[config.mk]
export PLATFORM = sky130hd
export DESIGN_NAME = eight_bit_alu_with_status_flags
export DESIGN_NICKNAME = d
export VERILOG_FILES = /design/src/rtl/ebalu_pkg.sv /design/src/rtl/ebalu_core.sv /design/src/rtl/eight_bit_alu_with_status_flags.sv
export SDC_FILE = /design/constraint.sdc
export NUM_CORES = 1
export LEC_CHECK = 0
export BUFFER_PORTS_ARGS = -buffer_cell sky130_fd_sc_hd__buf_4
export CELL_PAD_IN_SITES_DETAIL_PLACEMENT = 0
export CELL_PAD_IN_SITES_GLOBAL_PLACEMENT = 2
export CORE_MARGIN = 4
export CORE_UTILIZATION = 37
export CTS_CLUSTER_DIAMETER = 100
export DETAILED_ROUTE_END_ITERATION = 7
export PLACE_DENSITY = 0.86
export RECOVER_POWER = 50
export SLEW_MARGIN = 5
export SYNTH_ARGS = -nofsm -noshare
export SYNTH_HDL_FRONTEND = slang
export SYNTH_SLANG_ARGS = --single-unit
[constraint.sdc]
create_clock -name clk -period 5.5 [get_ports clk]
set_input_delay 0.55 -clock clk [delete_from_list [all_inputs] [get_ports clk]]
set_output_delay 0.55 -clock clk [all_outputs]
set_load 0.05 [all_outputs]
[src/rtl/ebalu_pkg.sv]
// Package with the operation codes, status flag positions and beat types of the ALU.
package ebalu_pkg;

	typedef enum logic [4:0] {
		OP_ADD  = 5'd0,
		OP_ADC  = 5'd1,
		OP_SUB  = 5'd2,
		OP_SBC  = 5'd3,
		OP_CP   = 5'd4,
		OP_CPC  = 5'd5,
		OP_AND  = 5'd6,
		OP_OR   = 5'd7,
		OP_EOR  = 5'd8,
		OP_COM  = 5'd9,
		OP_NEG  = 5'd10,
		OP_INC  = 5'd11,
		OP_DEC  = 5'd12,
		OP_LSR  = 5'd13,
		OP_ASR  = 5'd14,
		OP_ROR  = 5'd15,
		OP_SWAP = 5'd16,
		OP_ADIW = 5'd17,
		OP_SBIW = 5'd18,
		OP_BSET = 5'd19,
		OP_BCLR = 5'd20,
		OP_BST  = 5'd21,
		OP_BLD  = 5'd22,
		OP_WSR  = 5'd23
	} op_t;

	localparam int unsigned FLAG_C = 0;
	localparam int unsigned FLAG_Z = 1;
	localparam int unsigned FLAG_N = 2;
	localparam int unsigned FLAG_V = 3;
	localparam int unsigned FLAG_S = 4;
	localparam int unsigned FLAG_H = 5;
	localparam int unsigned FLAG_T = 6;

	localparam logic [7:0] BYTE_SIGN  = 8'h80;
	localparam logic [7:0] BYTE_MAXP  = 8'h7F;

	typedef struct packed {
		logic [4:0]  operation;
		logic [15:0] operand_d;
		logic [7:0]  operand_r;
		logic [2:0]  bit_index;
	} alu_in_t;

	typedef struct packed {
		logic [15:0] result;
		logic        write_back;
		logic [7:0]  status;
	} alu_out_t;

endpackage

[src/rtl/ebalu_core.sv]
// Combinational datapath that computes the result and the next status byte for one beat.
module ebalu_core (
	input  ebalu_pkg::alu_in_t  in_item,
	input  logic [7:0]          sreg,
	output ebalu_pkg::alu_out_t out_item
);

	logic [7:0]  d;
	logic [7:0]  r;
	logic [15:0] word;
	logic [15:0] k16;
	logic [7:0]  bm;
	logic        cin;
	logic [7:0]  sub_a;
	logic [7:0]  sub_b;
	logic [8:0]  add_sum;
	logic [8:0]  sub_diff;
	logic [15:0] wsum;
	logic [15:0] wdiff;
	ebalu_pkg::op_t op;

	assign op   = ebalu_pkg::op_t'(in_item.operation);
	assign word = in_item.operand_d;
	assign d    = in_item.operand_d[7:0];
	assign r    = in_item.operand_r;
	assign k16  = {10'd0, in_item.operand_r[5:0]};
	assign bm   = 8'd1 << in_item.bit_index;

	assign cin = ((op == ebalu_pkg::OP_ADC) || (op == ebalu_pkg::OP_SBC) ||
		(op == ebalu_pkg::OP_CPC)) ? sreg[ebalu_pkg::FLAG_C] : 1'b0;
	assign sub_a = (op == ebalu_pkg::OP_NEG) ? 8'd0 : d;
	assign sub_b = (op == ebalu_pkg::OP_NEG) ? d : r;

	assign add_sum  = {1'b0, d} + {1'b0, r} + {8'd0, cin};
	assign sub_diff = {1'b0, sub_a} - {1'b0, sub_b} - {8'd0, cin};
	assign wsum     = word + k16;
	assign wdiff    = word - k16;

	always_comb begin
		logic [7:0]  res8;
		logic [15:0] res16;
		logic [7:0]  st;
		logic        wb;
		logic        v;
		logic        c;
		logic        chain;
		logic        a15;
		logic        r15;
		res8  = 8'd0;
		res16 = 16'd0;
		st    = sreg;
		wb    = 1'b0;
		v     = 1'b0;
		c     = 1'b0;
		chain = 1'b0;
		a15   = word[15];
		r15   = 1'b0;
		unique case (op)
			ebalu_pkg::OP_ADD, ebalu_pkg::OP_ADC: begin
				res8 = add_sum[7:0];
				v = (d[7] & r[7] & ~res8[7]) | (~d[7] & ~r[7] & res8[7]);
				st[ebalu_pkg::FLAG_H] = (d[3] & r[3]) | (r[3] & ~res8[3]) | (~res8[3] & d[3]);
				st[ebalu_pkg::FLAG_C] = add_sum[8];
				st[ebalu_pkg::FLAG_N] = res8[7];
				st[ebalu_pkg::FLAG_V] = v;
				st[ebalu_pkg::FLAG_S] = res8[7] ^ v;
				st[ebalu_pkg::FLAG_Z] = (res8 == 8'd0);
				wb = 1'b1;
			end
			ebalu_pkg::OP_SUB, ebalu_pkg::OP_SBC, ebalu_pkg::OP_CP, ebalu_pkg::OP_CPC,
			ebalu_pkg::OP_NEG: begin
				res8 = sub_diff[7:0];
				chain = (op == ebalu_pkg::OP_SBC) || (op == ebalu_pkg::OP_CPC);
				v = (sub_a[7] & ~sub_b[7] & ~res8[7]) | (~sub_a[7] & sub_b[7] & res8[7]);
				st[ebalu_pkg::FLAG_H] = (~sub_a[3] & sub_b[3]) | (sub_b[3] & res8[3]) |
					(res8[3] & ~sub_a[3]);
				st[ebalu_pkg::FLAG_C] = sub_diff[8];
				st[ebalu_pkg::FLAG_N] = res8[7];
				st[ebalu_pkg::FLAG_V] = v;
				st[ebalu_pkg::FLAG_S] = res8[7] ^ v;
				st[ebalu_pkg::FLAG_Z] = (res8 == 8'd0) & (~chain | sreg[ebalu_pkg::FLAG_Z]);
				wb = (op != ebalu_pkg::OP_CP) && (op != ebalu_pkg::OP_CPC);
			end
			ebalu_pkg::OP_AND, ebalu_pkg::OP_OR, ebalu_pkg::OP_EOR, ebalu_pkg::OP_COM: begin
				priority case (op)
					ebalu_pkg::OP_AND: res8 = d & r;
					ebalu_pkg::OP_OR:  res8 = d | r;
					ebalu_pkg::OP_EOR: res8 = d ^ r;
					default:           res8 = ~d;
				endcase
				st[ebalu_pkg::FLAG_N] = res8[7];
				st[ebalu_pkg::FLAG_V] = 1'b0;
				st[ebalu_pkg::FLAG_S] = res8[7];
				st[ebalu_pkg::FLAG_Z] = (res8 == 8'd0);
				if (op == ebalu_pkg::OP_COM) begin
					st[ebalu_pkg::FLAG_C] = 1'b1;
				end
				wb = 1'b1;
			end
			ebalu_pkg::OP_INC, ebalu_pkg::OP_DEC: begin
				if (op == ebalu_pkg::OP_INC) begin
					res8 = d + 8'd1;
					v = (res8 == ebalu_pkg::BYTE_SIGN);
				end else begin
					res8 = d - 8'd1;
					v = (res8 == ebalu_pkg::BYTE_MAXP);
				end
				st[ebalu_pkg::FLAG_N] = res8[7];
				st[ebalu_pkg::FLAG_V] = v;
				st[ebalu_pkg::FLAG_S] = res8[7] ^ v;
				st[ebalu_pkg::FLAG_Z] = (res8 == 8'd0);
				wb = 1'b1;
			end
			ebalu_pkg::OP_LSR, ebalu_pkg::OP_ASR, ebalu_pkg::OP_ROR: begin
				priority case (op)
					ebalu_pkg::OP_LSR: res8 = {1'b0, d[7:1]};
					ebalu_pkg::OP_ASR: res8 = {d[7], d[7:1]};
					default:           res8 = {sreg[ebalu_pkg::FLAG_C], d[7:1]};
				endcase
				c = d[0];
				v = res8[7] ^ c;
				st[ebalu_pkg::FLAG_C] = c;
				st[ebalu_pkg::FLAG_N] = res8[7];
				st[ebalu_pkg::FLAG_V] = v;
				st[ebalu_pkg::FLAG_S] = res8[7] ^ v;
				st[ebalu_pkg::FLAG_Z] = (res8 == 8'd0);
				wb = 1'b1;
			end
			ebalu_pkg::OP_SWAP: begin
				res8 = {d[3:0], d[7:4]};
				wb = 1'b1;
			end
			ebalu_pkg::OP_ADIW, ebalu_pkg::OP_SBIW: begin
				if (op == ebalu_pkg::OP_ADIW) begin
					res16 = wsum;
					r15 = res16[15];
					v = ~a15 & r15;
					c = a15 & ~r15;
				end else begin
					res16 = wdiff;
					r15 = res16[15];
					v = a15 & ~r15;
					c = ~a15 & r15;
				end
				st[ebalu_pkg::FLAG_C] = c;
				st[ebalu_pkg::FLAG_N] = r15;
				st[ebalu_pkg::FLAG_V] = v;
				st[ebalu_pkg::FLAG_S] = r15 ^ v;
				st[ebalu_pkg::FLAG_Z] = (res16 == 16'd0);
				wb = 1'b1;
			end
			ebalu_pkg::OP_BSET: st = sreg | bm;
			ebalu_pkg::OP_BCLR: st = sreg & ~bm;
			ebalu_pkg::OP_BST:  st[ebalu_pkg::FLAG_T] = |(d & bm);
			ebalu_pkg::OP_BLD: begin
				res8 = sreg[ebalu_pkg::FLAG_T] ? (d | bm) : (d & ~bm);
				wb = 1'b1;
			end
			ebalu_pkg::OP_WSR:  st = r;
			default: begin
				st = sreg;
			end
		endcase
		if ((op == ebalu_pkg::OP_ADIW) || (op == ebalu_pkg::OP_SBIW)) begin
			out_item.result = res16;
		end else begin
			out_item.result = {8'd0, res8};
		end
		out_item.write_back = wb;
		out_item.status = st;
	end

endmodule

[src/rtl/eight_bit_alu_with_status_flags.sv]
// Top level of the 8-bit ALU with its status register, input register and result register.
// The unit takes one beat per clock cycle when the output side is not stalled; an accepted
// beat passes through the input register and then the result register. A beat is
// registered, then the datapath computes the result and the new status byte against the
// status register, which is updated as the beat moves into the result register, so every
// operation sees the flags of the one before it. Both registers hold under back pressure,
// and the status register resets to zero.
module eight_bit_alu_with_status_flags (
	input  logic        clk,
	input  logic        arst_n,
	input  logic        in_valid,
	output logic        in_ready,
	input  logic [4:0]  operation,
	input  logic [15:0] operand_d,
	input  logic [7:0]  operand_r,
	input  logic [2:0]  bit_index,
	output logic        out_valid,
	input  logic        out_ready,
	output logic [15:0] result,
	output logic        write_back,
	output logic [7:0]  status
);

	ebalu_pkg::alu_in_t  item_s1;
	ebalu_pkg::alu_out_t item_s2;
	ebalu_pkg::alu_out_t core_out;
	logic                valid_s1;
	logic                valid_s2;
	logic [7:0]          sreg_q;
	logic                adv_s2;
	logic                adv_s1;

	assign adv_s2   = ~valid_s2 | out_ready;
	assign adv_s1   = valid_s1 & adv_s2;
	assign in_ready = ~valid_s1 | adv_s2;

	always_ff @(posedge clk or negedge arst_n) begin
		if (!arst_n) begin
			valid_s1 <= 1'b0;
			valid_s2 <= 1'b0;
			sreg_q   <= 8'd0;
		end else begin
			if (in_ready) begin
				valid_s1 <= in_valid;
			end
			if (adv_s2) begin
				valid_s2 <= valid_s1;
			end
			if (adv_s1) begin
				sreg_q <= core_out.status;
			end
		end
	end

	always_ff @(posedge clk) begin
		if (in_ready && in_valid) begin
			item_s1.operation <= operation;
			item_s1.operand_d <= operand_d;
			item_s1.operand_r <= operand_r;
			item_s1.bit_index <= bit_index;
		end
		if (adv_s1) begin
			item_s2 <= core_out;
		end
	end

	ebalu_core u_core (
		.in_item  (item_s1),
		.sreg     (sreg_q),
		.out_item (core_out)
	);

	assign out_valid  = valid_s2;
	assign result     = item_s2.result;
	assign write_back = item_s2.write_back;
	assign status     = item_s2.status;

endmodule
Yosys cells after proc, flatten, opt, wreduce, memory -nomap -nowiden
Index checks and enable logic that the tools add are counted.

word-level totals
  register bits after elaboration = 67
  bits of input ports = 36
  output and inout port bits = 27
  logic and storage cells = 157

cells by class
  $add $sub $neg = 8
  eq/ne operators = 27
  shift-type cells = 1
  multiplexer cells = 29
  bitwise operators = 59
  reduce and logical (&&, ||, !) cells = 22

operators with widths
  kind                number
  $mux 8              9
  $pmux 8 s7          1
  $eq 5x4->1 const B  8
  $eq 5x5->1 const B  8
  $logic_not 8->1     5
  $pmux 4 s9          1
  $and 8x8->8         4
  $mux 16             2
  $or 8x8->8          3
  $pmux 8 s3          1
  $and 1x1->1         20
  $eq 5x3->1 const B  4
  $add 16x6->16       1
  $logic_not 16->1    1
  $not 8->8           2
  $pmux 8 s2          1
  $sub 16x6->16       1
  $reduce_or 15->1    1
  $not 1->1           14
  $eq 5x2->1 const B  2
  $ne 5x3->1 const B  2
  $add 8x8->9         1
  $add 9x1->9         1
  $mux 1              9
  other kinds (25)    44

Longest topological paths before layout
  word-level depth = 10
  gate-level depth with buffers = 18
  gate-level depth less buffers = 15

By module
From an unflattened synthesis, not the netlist that was laid out.

second synthesis, totals
  cells, all modules = 733
  area, all modules = 6,441.2 um2

modules (own cells, without submodules)
  module                           times used  cells each  area each (um2)  sequential area each (um2)
  ebalu_core                       1           651         4,302.9          0.0
  eight_bit_alu_with_status_flags  1           82          2,138.3          1,961.9

Least setup slack after synthesis
No wires, ideal clock.

  kind = reg-to-reg
  from = register item_s1[28] in the netlist's numbering
  to = register item_s2 (netlist bit status[2]) (data pin)
  setup time = 0.260 ns
  arrival = 3.554 ns
  required time = 5.240 ns
  path slack = 1.686 ns
  cell stages (with the launch flop) = 18
  path buffers = 3
  clock period less this slack = 3.814 ns
  cells stage by stage = edfxtp_1 > buf_2 > clkbuf_1 > nor2b_1 > nand2_1 > clkbuf_1 > o21ai_0 > fa_1 > inv_1 > ha_1 > nor4bb_1 > a22oi_2 > a221oi_2 > xnor2_1 > o2bb2ai_1 > a211oi_2 > nand4b_1 > mux2_2

RTL lines
  item                  RTL line                               text
  start, declared       eight_bit_alu_with_status_flags.sv:24  ebalu_pkg::alu_in_t item_s1;
  end signal, assigned  eight_bit_alu_with_status_flags.sv:63  item_s2 <= core_out;
  end, declared         eight_bit_alu_with_status_flags.sv:25  ebalu_pkg::alu_out_t item_s2;

==> metrics <==
run status=finished, violations left; failing checks=capacitance limit, slew limit; minimum clock period=between 4 and 5 ns; DP Wirelength=a little under 20000 um; reg2reg path depth=15; RSZ-0062 raised after global routing=false; die height=about 140 um; later-pin clock latency in the skew report=around 0.36 ns; drt total wl=~26000 um; root buffer cell=clkbuf_16; Fin. Hold Viols=0; hold-fix buffers at CTS=0; Die ar.=approximately 20000 um^2; PortBufs=62; final non-filler cell total=roughly 1000; Distinct cells, synth=80; Final Util=0.4281; Num CTS Buffers=9; hold crit path type=in2async; clk_skew=0.01067 ns; critical path class=reg2reg; Initial Utilization=0.3758; share of cells above drive strength 1=0.1157; CTS tree=done; fmax=221.5 MHz; post-synthesis register bit count=between 60 and 70; CTS clk-pin slew, worst paths=about 0.070 ns; # diodes=0; post-synthesis cell area=6477 um^2; CP max FO=20; Final setup viols=0; Avg Cell Area, Syn=between 8 and 9 um^2; clk sink count=67; Fill cells=about 1700; Crit. End Element=register; row count=48; Max Buffers Root-to-Sink=2; area grow syn2layout=13.93%; number of vias per cell=approximately 6.3; Design Area, Final=7380 um^2; Net Count, Synth=between 800 and 900; fin. max-slew vios=33; CTS H-Tree Depth=3; core area=between 15000 and 20000 um^2; total grt overflow=0; PostCTS Resize Cnt=0; IO Count=63; Placed Area=roughly 7000 um^2; First DRT Iteration DRCs=between 700 and 800; most common flop cell mapped by yosys=edfxtp_1; initial antenna violation count=0; Post-Place Cells=roughly 1000; Slew headroom=-0.5358; MaxCap Viol Count=1; largest net degree at the start of global routing=37; Tcrit/Tclk final=0.8208; TritonRoute pass-1 iters=7; asr flop ratio synth=0.1493; Post-CTS Setup Repair Bufs=0; Layout Nets=904; Leak Pwr=between 2 and 3 nW; Post-DRT Antenna Nets=0; drt drc=0; all-layer global routing usage=0.2533; first-pass GRT wire length=approximately 38000 um; Worst EP required=roughly 5.6 ns; peak supply drop=0.2401 mV; CP startpoint kind=register; EDFF count, synth=57; routability-driven placement congestion ratio=slightly above 1; PD cells=268.2 nW/um^2; Worst Tran Pin Value=approximately 2.3 ns; vias in the first global route=6088; Gate Count Post-Synth=approximately 770; Fin Setup TNS=0 ns; arrival time worst endpoint=between 4 and 5 ns; Die Wd=140.3 um; most frequent cells in the layout=66 x nand2_1, 64 x nor2_1, 57 x edfxtp_1, 48 x o21ai_0; commonest non-fill, non-tap cell in the layout=nand2_1; WL/cell=24.48 um; sequential fraction of the synthesis area=0.3029; total number of vias=~6600; Yosys warnings=0
==> state kept, by name, indices dropped and copies added, names as in the netlist <==
signal      flops
status          8
valid_s1        1
out_valid       1
result         16
write_back      1
item_s1        32
sreg_q          8
==> stage by stage <==
step	hold slack, ns	power [mW]	setup WS (ns)
3_3_place_gp	0.3900	1.384	1.233
3_5_place_dp	0.3954	1.388	1.107
6_report	0.1778	1.979	0.9857
5_1_grt	0.2216	2.060	0.6400
4_1_cts	0.01979	1.992	1.113
2_1_floorplan	0.2544	1.150	1.686
==> worst max-delay path: stages, from the launching register on <==
cell and delay, ns:
edfxtp_1 0.65, nor3b_2 0.26, buf_4 0.23, nand2_1 0.35, buf_4 0.30, nand2_1 0.06
o21ai_0 0.11, ha_1 0.38, nor4bb_1 0.39, a22oi_2 0.16, a221oi_2 0.30, xnor2_1 0.20
o2bb2ai_1 0.20, a211oi_2 0.24, nand4b_1 0.15, mux2_2 0.28
==> cells in the mapped netlist (7+ instances only) <==
master    number  area (um^2)
nand2_1       66        247.7
nor2_1        64        240.2
edfxtp_1      57         1712
o21ai_0       49        245.2
a21oi_1       47        235.2
inv_1         47        176.4
ha_1          45        563.0
clkbuf_1      29        108.9
nor3_1        27        135.1
xnor2_1       26        227.7
nand3_1       25        125.1
mux2i_1       14        140.1
nor2b_1       13        81.33
buf_2         12        60.06
nand2b_1      12        75.07
nand4_1       12        75.07
a31oi_1       10        62.56
dfrtp_1       10        250.2
o211ai_1      10        75.07
a221oi_1       9        78.83
o22ai_1        9        56.30
xor2_1         9        78.83
nor4_1         8        50.05
a32oi_1        7        61.31
fa_1           7        140.1
mux2_2         7        78.83
nand3b_1       7        52.55
or2_2          7        43.79
==> worst paths after layout <==
kind,start,to,slack (ns)
max in group asynchronous,arst_n,sreg_q[4]$_DFFE_PN0P_,4.92
hold / removal,arst_n,sreg_q[0]$_DFFE_PN0P_,0.18
setup reg to reg,item_s1[29]$_DFFE_PP_,status[2]$_DFFE_PP_,0.99
setup / recovery,item_s1[29]$_DFFE_PP_,status[2]$_DFFE_PP_,0.99
hold reg to reg,valid_s1$_DFFE_PN0N_,out_valid$_DFFE_PN0P_,0.51
min in group clk,bit_index[2],item_s1[2]$_DFFE_PP_,0.39
==> report_power, final <==
| group | internal, mW | total [mW] | switching (mW) |
|---|---|---|---|
| Sequential | 0.629 | 0.695 | 0.0657 |
| Combinational | 0.224 | 0.676 | 0.452 |
| Clock | 0.353 | 0.609 | 0.255 |
==> cell families after synthesis <==
family / Yosys count / share of synthesized area
xor gates and xnor gates: 35 / 0.04733
adders and majority gates: 52 / 0.1086
and+or+nand+nor: 287 / 0.2314
AOI/OAI and AO/OA: 210 / 0.2175
DFF: 67 / 0.3029
muxes: 21 / 0.03380
buffers and inverters: 96 / 0.05853
==> per-layer routing <==
| layer | up-vias | wire [um] | GRT usage |
|---|---|---|---|
| met1 | 3157 | 11260 | 0.3612 |
| li1 | 2953 | - | - |
| met5 | - | 0 | 0 |
| met2 | 390 | 11100 | 0.3889 |
| met4 | 0 | 899 | 0.08261 |
| met3 | 55 | 2341 | 0.04541 |
==> area by class of cell <==
class | instances | area, um^2 | share of cell area
clock inverters | 7 | 76.32 | 0.01034
clock buffers | 9 | 225.2 | 0.03052
flip-flops and latches | 67 | 1962 | 0.2659
multi-input cells | 605 | 4136 | 0.5605
repair buffers | 83 | 510.5 | 0.06918
inverters | 50 | 187.7 | 0.02543
well taps | 225 | 281.5 | 0.03815
(Power assumes the default switching activity.)
